==> src/sv/bkvf_pkg.sv <==
// Shared types and constants of the bang-delimited key/value framer.
package bkvf_pkg;

  // Default buffer depth in bytes
  localparam int DEPTH_DEFAULT = 64;

  // Frame delimiter, key/value separator and shortest legal frame
  localparam logic [7:0] BANG_CHAR     = 8'h21;
  localparam logic [7:0] EQ_CHAR       = 8'h3D;
  localparam int         MIN_FRAME_LEN = 5;

  // Field widths of the stream items
  localparam int CMD_W    = 2;
  localparam int BYTE_W   = 8;
  localparam int INDEX_W  = 6;
  localparam int STATUS_W = 3;
  localparam int LENGTH_W = 6;

  typedef enum logic [CMD_W-1:0] {
    CMD_BYTE    = 2'd0,
    CMD_RELEASE = 2'd1,
    CMD_READ    = 2'd2
  } cmd_t;

  typedef enum logic [STATUS_W-1:0] {
    ST_IGNORED    = 3'd0,
    ST_STORED     = 3'd1,
    ST_ACCEPTED   = 3'd2,
    ST_FORMAT_ERR = 3'd3,
    ST_OVERFLOW   = 3'd4,
    ST_REFUSED    = 3'd5,
    ST_RELEASED   = 3'd6,
    ST_READ       = 3'd7
  } status_t;

  // Result of one transfer, handed from the controller to the output register
  typedef struct packed {
    status_t             status;
    logic                frame_ready;
    logic [LENGTH_W-1:0] frame_length;
    logic                rd_valid;
  } res_t;

endpackage

==> src/sv/bkvf_store.sv <==
// Frame byte buffer with one write port and one registered read port.
module bkvf_store #(
  parameter int DEPTH = bkvf_pkg::DEPTH_DEFAULT,
  parameter int CW    = $clog2(DEPTH)
) (
  input  logic                      clk,
  input  logic                      wr_en,
  input  logic [CW-1:0]             wr_addr,
  input  logic [bkvf_pkg::BYTE_W-1:0] wr_data,
  input  logic                      rd_en,
  input  logic [CW-1:0]             rd_addr,
  output logic [bkvf_pkg::BYTE_W-1:0] rd_data
);
  import bkvf_pkg::*;

  logic [BYTE_W-1:0] mem [DEPTH];

  // Write the incoming byte
  always_ff @(posedge clk) begin
    if (wr_en) begin
      mem[wr_addr] <= wr_data;
    end
  end

  // Register the read word on each accepted transfer
  always_ff @(posedge clk) begin
    if (rd_en) begin
      rd_data <= mem[rd_addr];
    end
  end

endmodule

==> src/sv/bkvf_ctrl.sv <==
// Frame tracking state, incremental format check and status decode.
module bkvf_ctrl #(
  parameter int DEPTH = bkvf_pkg::DEPTH_DEFAULT,
  parameter int CW    = $clog2(DEPTH)
) (
  input  logic                         clk,
  input  logic                         rst,
  input  logic                         accept,
  input  logic [bkvf_pkg::CMD_W-1:0]   command,
  input  logic [bkvf_pkg::BYTE_W-1:0]  rx_byte,
  input  logic [bkvf_pkg::INDEX_W-1:0] read_index,
  output logic                         wr_en,
  output logic [CW-1:0]                wr_addr,
  output logic [CW-1:0]                rd_addr,
  output bkvf_pkg::res_t               res
);
  import bkvf_pkg::*;

  localparam int            CMPW = (CW > INDEX_W) ? CW : INDEX_W;
  localparam logic [CW-1:0] LAST = CW'(DEPTH - 1);
  localparam logic [CW-1:0] MINL = CW'(MIN_FRAME_LEN);
  localparam logic [CW-1:0] ONE  = CW'(1);
  localparam logic [CW-1:0] TWO  = CW'(2);

  logic          in_frame, in_frame_next;
  logic          held, held_next;
  logic [CW-1:0] stored_count, stored_count_next;
  logic [1:0]    equals_seen, equals_seen_next;
  logic [CW-1:0] equals_place, equals_place_next;

  logic          start;
  logic          open;
  logic [CW-1:0] cnt;
  logic [CW-1:0] cnt1;
  logic [1:0]    eqs;
  logic [CW-1:0] eqp;
  logic          good;
  cmd_t          cmd;

  assign cmd = cmd_t'(command);

  // Decode one transfer against the current frame state
  always_comb begin
    in_frame_next     = in_frame;
    held_next         = held;
    stored_count_next = stored_count;
    equals_seen_next  = equals_seen;
    equals_place_next = equals_place;
    wr_en             = 1'b0;
    res.status        = ST_IGNORED;
    res.rd_valid      = 1'b0;

    // An opening bang restarts the count and the separator tracking
    start = (rx_byte == BANG_CHAR) && !in_frame;
    open  = in_frame || start;
    cnt   = start ? '0 : stored_count;
    eqs   = start ? 2'd0 : equals_seen;
    eqp   = start ? '0 : equals_place;
    if (rx_byte == EQ_CHAR) begin
      eqs = (eqs == 2'd2) ? 2'd2 : eqs + 2'd1;
      eqp = cnt;
    end
    cnt1 = cnt + ONE;
    good = (cnt1 >= MINL) && (eqs == 2'd1) && (eqp != ONE) && (eqp != cnt1 - TWO);

    case (cmd)
      CMD_BYTE: begin
        if (held) begin
          res.status = ST_REFUSED;
        end else if (open) begin
          if (cnt < LAST) begin
            wr_en             = 1'b1;
            in_frame_next     = 1'b1;
            stored_count_next = cnt1;
            equals_seen_next  = eqs;
            equals_place_next = eqp;
            res.status        = ST_STORED;
            // Close on a bang once more than the opener is stored
            if ((rx_byte == BANG_CHAR) && (cnt1 > ONE)) begin
              in_frame_next = 1'b0;
              if (good) begin
                held_next  = 1'b1;
                res.status = ST_ACCEPTED;
              end else begin
                stored_count_next = '0;
                res.status        = ST_FORMAT_ERR;
              end
            end
          end else begin
            // Buffer full: drop the frame and lose the byte
            in_frame_next     = 1'b0;
            stored_count_next = '0;
            equals_seen_next  = eqs;
            equals_place_next = eqp;
            res.status        = ST_OVERFLOW;
          end
        end
      end
      CMD_RELEASE: begin
        if (held) begin
          held_next         = 1'b0;
          stored_count_next = '0;
        end
        res.status = ST_RELEASED;
      end
      CMD_READ: begin
        res.rd_valid = CMPW'(read_index) < CMPW'(stored_count);
        res.status   = ST_READ;
      end
      default: begin
        res.status = ST_IGNORED;
      end
    endcase

    res.frame_ready  = held_next;
    res.frame_length = LENGTH_W'(stored_count_next);
  end

  assign wr_addr = cnt;
  assign rd_addr = CW'(read_index);

  // Advance the frame state on each accepted transfer
  always_ff @(posedge clk) begin
    if (rst) begin
      in_frame     <= 1'b0;
      held         <= 1'b0;
      stored_count <= '0;
      equals_seen  <= 2'd0;
      equals_place <= '0;
    end else if (accept) begin
      in_frame     <= in_frame_next;
      held         <= held_next;
      stored_count <= stored_count_next;
      equals_seen  <= equals_seen_next;
      equals_place <= equals_place_next;
    end
  end

  // A held frame is closed and long enough
  a_held_closed: assert property (@(posedge clk) disable iff (rst)
    held |-> !in_frame && (stored_count >= MINL))
    else $error("held frame is still open or too short");

  // The separator count saturates at two
  a_eq_sat: assert property (@(posedge clk) disable iff (rst)
    equals_seen != 2'd3)
    else $error("separator count beyond saturation");

  // The count never exceeds the buffer's last slot
  a_count_bound: assert property (@(posedge clk) disable iff (rst)
    stored_count <= LAST)
    else $error("stored count beyond buffer depth");

  // A byte is written only while a frame is open and nothing is held
  a_write_ok: assert property (@(posedge clk) disable iff (rst)
    (accept && wr_en) |-> !held && (cnt < LAST))
    else $error("buffer write while held or full");

endmodule

==> src/sv/bang_delimited_key_value_framer_core.sv <==
// Top level of the bang-delimited key/value framer: stream ports and output register.
//
// Takes one command per transfer (received byte, release, or read) and returns
// exactly one result per transfer. One transfer is accepted every clock cycle unless
// a waiting result is stalled; each result is valid in the output register on the
// following cycle, set by the registered read port of the frame buffer. Input is
// taken while a result waits as long as the downstream side takes that result in
// the same cycle. A good frame is held, and further bytes are refused, until a
// release command. The buffer needs no clearing pass after reset: only bytes of
// the current frame are ever read back.
module bang_delimited_key_value_framer_core #(
  parameter int DEPTH = bkvf_pkg::DEPTH_DEFAULT
) (
  input  logic        clk,
  input  logic        rst,
  input  logic        s_tvalid,
  output logic        s_tready,
  input  logic [1:0]  s_tuser,  // command[1:0]
  input  logic [15:0] s_tdata,  // rx_byte[7:0], read_index[13:8], zero[15:14]
  output logic        m_tvalid,
  input  logic        m_tready,
  output logic [23:0] m_tdata   // status[2:0], frame_ready[3], frame_length[9:4],
                                // read_data[17:10], zero[23:18]
);
  import bkvf_pkg::*;

  localparam int CW = $clog2(DEPTH);

  logic              accept;
  logic              wr_en;
  logic [CW-1:0]     wr_addr;
  logic [CW-1:0]     rd_addr;
  logic [BYTE_W-1:0] rd_data;
  logic [BYTE_W-1:0] rx_byte;
  res_t              res;
  res_t              res_q;
  logic              out_valid;

  assign rx_byte  = s_tdata[7:0];
  assign s_tready = !out_valid || m_tready;
  assign accept   = s_tvalid && s_tready;

  bkvf_ctrl #(
    .DEPTH (DEPTH),
    .CW    (CW)
  ) u_ctrl (
    .clk        (clk),
    .rst        (rst),
    .accept     (accept),
    .command    (s_tuser),
    .rx_byte    (rx_byte),
    .read_index (s_tdata[13:8]),
    .wr_en      (wr_en),
    .wr_addr    (wr_addr),
    .rd_addr    (rd_addr),
    .res        (res)
  );

  bkvf_store #(
    .DEPTH (DEPTH),
    .CW    (CW)
  ) u_store (
    .clk     (clk),
    .wr_en   (accept && wr_en),
    .wr_addr (wr_addr),
    .wr_data (rx_byte),
    .rd_en   (accept),
    .rd_addr (rd_addr),
    .rd_data (rd_data)
  );

  // Hold the result until the downstream side takes it
  always_ff @(posedge clk) begin
    if (rst) begin
      out_valid <= 1'b0;
    end else if (accept) begin
      out_valid <= 1'b1;
    end else if (m_tready) begin
      out_valid <= 1'b0;
    end
  end

  // Capture the result fields of each accepted transfer
  always_ff @(posedge clk) begin
    if (accept) begin
      res_q <= res;
    end
  end

  assign m_tvalid = out_valid;
  assign m_tdata  = {6'd0,
                     res_q.rd_valid ? rd_data : 8'd0,
                     res_q.frame_length,
                     res_q.frame_ready,
                     res_q.status};

endmodule

==> config.mk <==
export PLATFORM = sky130hd
export DESIGN_NAME = bang_delimited_key_value_framer_core
export DESIGN_NICKNAME = d
export VERILOG_FILES = /design/src/sv/bkvf_pkg.sv /design/src/sv/bkvf_store.sv /design/src/sv/bkvf_ctrl.sv /design/src/sv/bang_delimited_key_value_framer_core.sv
export SDC_FILE = /design/constraint.sdc
export NUM_CORES = 1
export LEC_CHECK = 0
export BUFFER_PORTS_ARGS = -buffer_cell sky130_fd_sc_hd__buf_4
export CAP_MARGIN = 10
export CORE_MARGIN = 2
export CORE_UTILIZATION = 55
export CTS_BUF_LIST = sky130_fd_sc_hd__clkbuf_4 sky130_fd_sc_hd__clkbuf_8
export DETAILED_ROUTE_END_ITERATION = 12
export PLACE_DENSITY = 0.81
export SYNTH_ARGS = -nofsm -noshare
export SYNTH_HDL_FRONTEND = slang
export SYNTH_SLANG_ARGS = --single-unit
==> constraint.sdc <==
create_clock -name clk -period 4.5 [get_ports clk]
set_clock_uncertainty 0.1 [all_clocks]
set_input_delay 0.675 -clock clk [delete_from_list [all_inputs] [get_ports clk]]
set_output_delay 0.675 -clock clk [all_outputs]
set_load 0.02 [all_outputs]
* Word level (Yosys, flattened, before mapping)
Memory sizes are Yosys's and may differ from the RTL's. A register that Yosys moved wholly into a read port is not among the register bits.
Index checks and enable logic that the tools add are counted.
** Word-level totals
- Register bits :: 28
- Memory bits (writable) :: 512
- Output and inout port bits :: 26
- Logic and storage cells :: 77
- Memories :: 1
** Memories
- u_store.mem :: depth 64, bits a word 8, read ports 1, clocked after Yosys merged registers in 1, write ports 1, RTL line bkvf_store.sv:16 : logic [BYTE_W-1:0] mem [DEPTH];
** Cells by class
- Add/sub/neg operators :: 3
- $lt $le $gt $ge :: 4
- Eq/ne operators :: 8
- Multiplexer cells :: 36
- Bitwise operators :: 1
- Reductions and logical operators :: 14
** Operator list (count)
- $mux 6 :: 9
- $eq 8x6->1 const B :: 2
- $mux 1 :: 16
- $mux 3 :: 4
- $pmux 6 s2 :: 1
- $pmux 3 s3 :: 1
- $mux 8 :: 1
- $logic_and 1x1->1 :: 7
- $add 6x1->6 const B :: 1
- $ge 6x3->1 const B :: 1
- $gt 6x1->1 const B :: 1
- $lt 6x6->1 :: 1
- $lt 6x6->1 const B :: 1
- $mux 2 :: 3
- $ne 6x1->1 const B :: 1
- $ne 6x6->1 :: 1
- $sub 6x2->6 const B :: 1
- $eq 2x1->1 const B :: 2
- $eq 2x2->1 const B :: 2
- $reduce_and 4->1 :: 1
- $add 2x1->2 const B :: 1
- $logic_not 1->1 :: 2
- $logic_not 2->1 :: 1
- $logic_or 1x1->1 :: 2
- other kinds (3) :: 3

* Longest topological paths before layout
- Word-level depth :: 16
- Mapped depth :: 15

* Hierarchy
A second synthesis with hierarchy kept.
** Unflattened totals
- Cells, all modules :: 1211
- Area, all modules :: 22544.1 sq um
** By module, submodules not included
- bkvf_store :: instances 1, cells each 940, area each 20246.9 sq um, seq. area each 15615.0 sq um
- bkvf_ctrl :: instances 1, cells each 229, area each 1737.9 sq um, seq. area each 320.3 sq um
- bang_delimited_key_value_framer_core :: instances 1, cells each 42, area each 559.3 sq um, seq. area each 350.3 sq um

* Least setup slack after synthesis
No wires, ideal clock.
- Path kind :: input to register
- Start point :: in s_tdata[1]
- End point :: reg res_q (netlist bit m_tdata[8]), data pin
- Library setup time :: 0.269 ns
- Arrival :: 4.237 ns
- Required time :: 4.131 ns
- Slack :: -0.106 ns
- Cell stages on the path :: 15
- Path through :: nor4b_4 and3_1 buf_4 clkbuf_1 nor2_1 ha_1 inv_1 ha_1 or3_1 a2111oi_2 xnor2_1 o211a_2 a21oi_4 o211ai_1 o211ai_1
** RTL lines
- start: declaration :: RTL line bang_delimited_key_value_framer_core.sv:19 : input logic [15:0] s_tdata,
- end signal: assignment :: RTL line bang_delimited_key_value_framer_core.sv:86 : res_q <= res;
- end: declaration :: RTL line bang_delimited_key_value_framer_core.sv:36 : res_t res_q;

==> impl_metrics.ini <==
[global_routing]
track_usage_pct = 23.8
grt_pass1_vias = 11600
grt_first_pass_wirelength_mm = 72.3
gr-total-overflow = 0
grt_max_degree = 130
antenna_found_initial = 1

[clock_network]
cts_resized = 0
h-tree-depth = 3
cts_tree = yes
cts_buffer_depth = 3
clk_pin_slew_ns = 0.06
insertion_delay_ns = 0.64
cts_setup_buffers = 0
hold_buffers = 0
root_buffer = clkbuf_8
clock-sinks = 548
cts_buffers = 85

[sta]
final.setup.tns_ns = 0
maxSlewViolCount = 0
max_slew_margin_pct = 36.4
rsz0062_at_grt = false
hold_viol = 0
finalWorstSetupSlack_ns = 0.605
max_freq_mhz = 257
period_share_pct = 86.6
min_period_ns = 3.90
setup_violations = 0
tightest_slew_ns = 0.953

[power]
p_leak_nw = 8.11
peakVddDrop_mv = 0.212
cellPowerDensity_nw_per_um2 = 401

[logic_synthesis]
synth_cell_type_count = 64
netlist_instances = 1104
yosysSeqAreaShare_pct = 73.0
synth_area_sq_um = 22300
synth-edff-count = 531
syn_avg_cell_area_sq_um = 20.2
synth-warning-count = 0
yosys_most_used_dff = edfxtp_1
async_flop_share_pct = 0
synth_seq_cells = 548

[critical_path]
worst-path-max-fanout = 10
path_class = flop to flop
cp.required_ns = 4.76
cpMaxStageDelayCell = nor4_4
slowest_delay_ns = 0.46
critPathCaptureType = flop
cp-start-kind = flop
worst_ep_arrival_time_ns = 4.16
crit_start = u_ctrl.in_frame$_SDFFE_PP0P_
r2r-start = u_ctrl.in_frame$_SDFFE_PP0P_
cp_cell_sequence = nor4_4, nand3_2, nand2_1, inv_1, ha_1, inv_1, ha_1, or3_1, a2111oi_2, xnor2_1, o211a_2, a21oi_4, o211ai_1, o211ai_1

[cells_and_area]
nFillCells = 2560
layoutNonFillerInstCount = 1835
area_growth_pct = 13.1
nets = 1280
drive_gt1_share_pct = 33.4
diodes = 0

[routing]
routedWlPerCell_microns = 26.1
drt_iter0_drc = 1226
ant_nets = 0
route.detailed.drc = 0
vias_per_cell = 6.23
dr.pass1.iters = 7
drt-total-wl_mm = 48.0
num_vias = 11400

[placed_design]
port_buffers = 39
routabilityCongestion = 0.887
dp_cells = 1683
dp_slack_ns = 0.133
dp_hpwl_mm = 29.9

[min_path]
hold_path.startpoint = s_tvalid
min_path_type = input port to flop

[floorplanning]
die_area_sq_um = 42200
fp.dieW_microns = 205
start_util_pct = 55.9
ios = 48
rows = 73
die_height_microns = 205
coreArea_sq_um = 39900

[outcome]
outcome = complete, no violations

[flow_run]
max_cap_viol_count = 0
final cells by class:
cell class	count	area [sq um]	area share, %
Inverter	12	45.0	0.179
Sequential cell	548	16300	64.5
Clock inverter	30	169	0.669
Timing Repair Buffer	116	927	3.67
Multi-Input combinational cell	482	5680	22.5
Clock buffer	122	1470	5.84
Tap cell	525	657	2.60
power by group:
part / leakage [nW] / total, mW / internal [mW] / switching, mW
Clock: 0.875 / 4.00 / 2.16 / 1.84
Sequential: 4.93 / 5.62 / 5.62 / 0.00672
Combinational: 2.31 / 0.494 / 0.212 / 0.282
Total: 8.11 / 10.1 / 7.99 / 2.13
cells by family (layout without fill, tap and decap cells):
group	Yosys count	after routing	share of synthesized area, %
AO/OA/AOI/OAI	80	80	2.63
AND/OR/NAND/NOR	197	197	4.42
XOR/XNOR	7	7	0.309
multiplexers	171	171	17.1
flip-flops	548	548	73.0
adder cells (fa/ha/maj)	13	13	0.729
buffers and inverters	87	280	1.78
other	1	14	0.0168
per-layer routing:
layer | up-vias | GRT usage (%) | part of all wire (%)
li1 | 4861 | - | -
met1 | 5850 | 33.2 | 38
met4 | 2 | 8.84 | 3.0
met2 | 619 | 37.9 | 50
met5 | - | 0 | 0.027
met3 | 91 | 4.58 | 9.2
worst paths after layout:
check	end	slack, ns	cells past startpoint
max	m_tdata[8]$_DFFE_PP_	0.60	14
min	m_tvalid$_SDFFE_PP0P_	0.20	3
max reg2reg	m_tdata[8]$_DFFE_PP_	0.60	14
min reg2reg	u_ctrl.equals_place[5]$_SDFFE_PP0P_	0.42	2
synthesized netlist by cell type, types with 2 or more instances:
cell         n  area share, %
nor4_1       7           0.20
dfxtp_1     17            1.5
o21ai_0      8           0.18
nand2b_1     3          0.084
buf_1       15           0.25
nand2_1     28           0.47
mux4_2     168             17
a31oi_1      5           0.14
a22oi_1      7           0.24
or3_1        7           0.20
a31o_2       2          0.079
a21o_1       3           0.10
a211oi_1     5           0.17
nor2_1      86            1.4
and2_1      10           0.28
xnor2_1      3           0.12
and3_1       5           0.14
o2111ai_1    3           0.12
nand3_2      2          0.090
buf_4       17           0.57
buf_2        6           0.13
nand3b_1     3           0.10
ha_1        13           0.73
clkbuf_1    37           0.62
mux2i_1      3           0.13
o21ai_1      9           0.20
inv_1       11           0.19
and3b_1      2          0.079
edfxtp_1   531             71
o211ai_1     7           0.24
nand3_1     12           0.27
xor2_1       3           0.12
nor3_1      12           0.27
a32oi_1      2          0.079
nand4_1      8           0.22
nor2b_1      5           0.14
a21oi_1     12           0.27
registers in the layout, indices dropped and copies added (netlist names):
signal and flops:
u_store.rd_data 8, u_ctrl.equals_place 6, u_ctrl.equals_seen 2, m_tdata 10, res_q 1, u_ctrl.held 1
u_ctrl.in_frame 1, u_ctrl.stored_count 6, m_tvalid 1, u_store.mem 512
placed cells by master (no fill, tap or decap), drive strengths merged, types with 8 or more instances in the layout:
| cell | synthesis | final |
|---|---|---|
| inv | 11 | 13 |
| o21ai | 18 | 18 |
| mux4 | 168 | 168 |
| nand2 | 28 | 28 |
| a21oi | 13 | 13 |
| buf | 38 | 115 |
| nor4 | 8 | 8 |
| clkbuf | 37 | 123 |
| nand4 | 8 | 8 |
| nor2 | 86 | 86 |
| nand3 | 15 | 15 |
| and2 | 10 | 10 |
| clkinv | 1 | 26 |
| dfxtp | 17 | 17 |
| nor3 | 12 | 12 |
| edfxtp | 531 | 531 |
| o211ai | 8 | 8 |
| ha | 13 | 13 |
| conb | 1 | 14 |
metrics by stage:
stage,hold WS [ns],power [mW],util (%),area [sq um]
after floorplan,0.361,6.02,-,22400
after global placement,0.383,6.21,59.1,23600
after detailed placement,0.409,6.23,59.1,23600
after CTS,0.151,10.2,63.2,25200
after global routing,0.186,10.4,63.2,25200
final,0.196,10.1,63.2,25200
worst max-delay path, delay by kind of cell (launching register included):
family / cells / cell delay, ns
DFF: 1 / 0.41
buffers and inverters: 2 / 0.14
and+or+nand+nor: 4 / 1.09
AOI/OAI and AO/OA: 5 / 1.21
adders and majority gates: 2 / 0.50
xor gates and xnor gates: 1 / 0.17
Note: power is estimated with default switching activity, not from simulation.
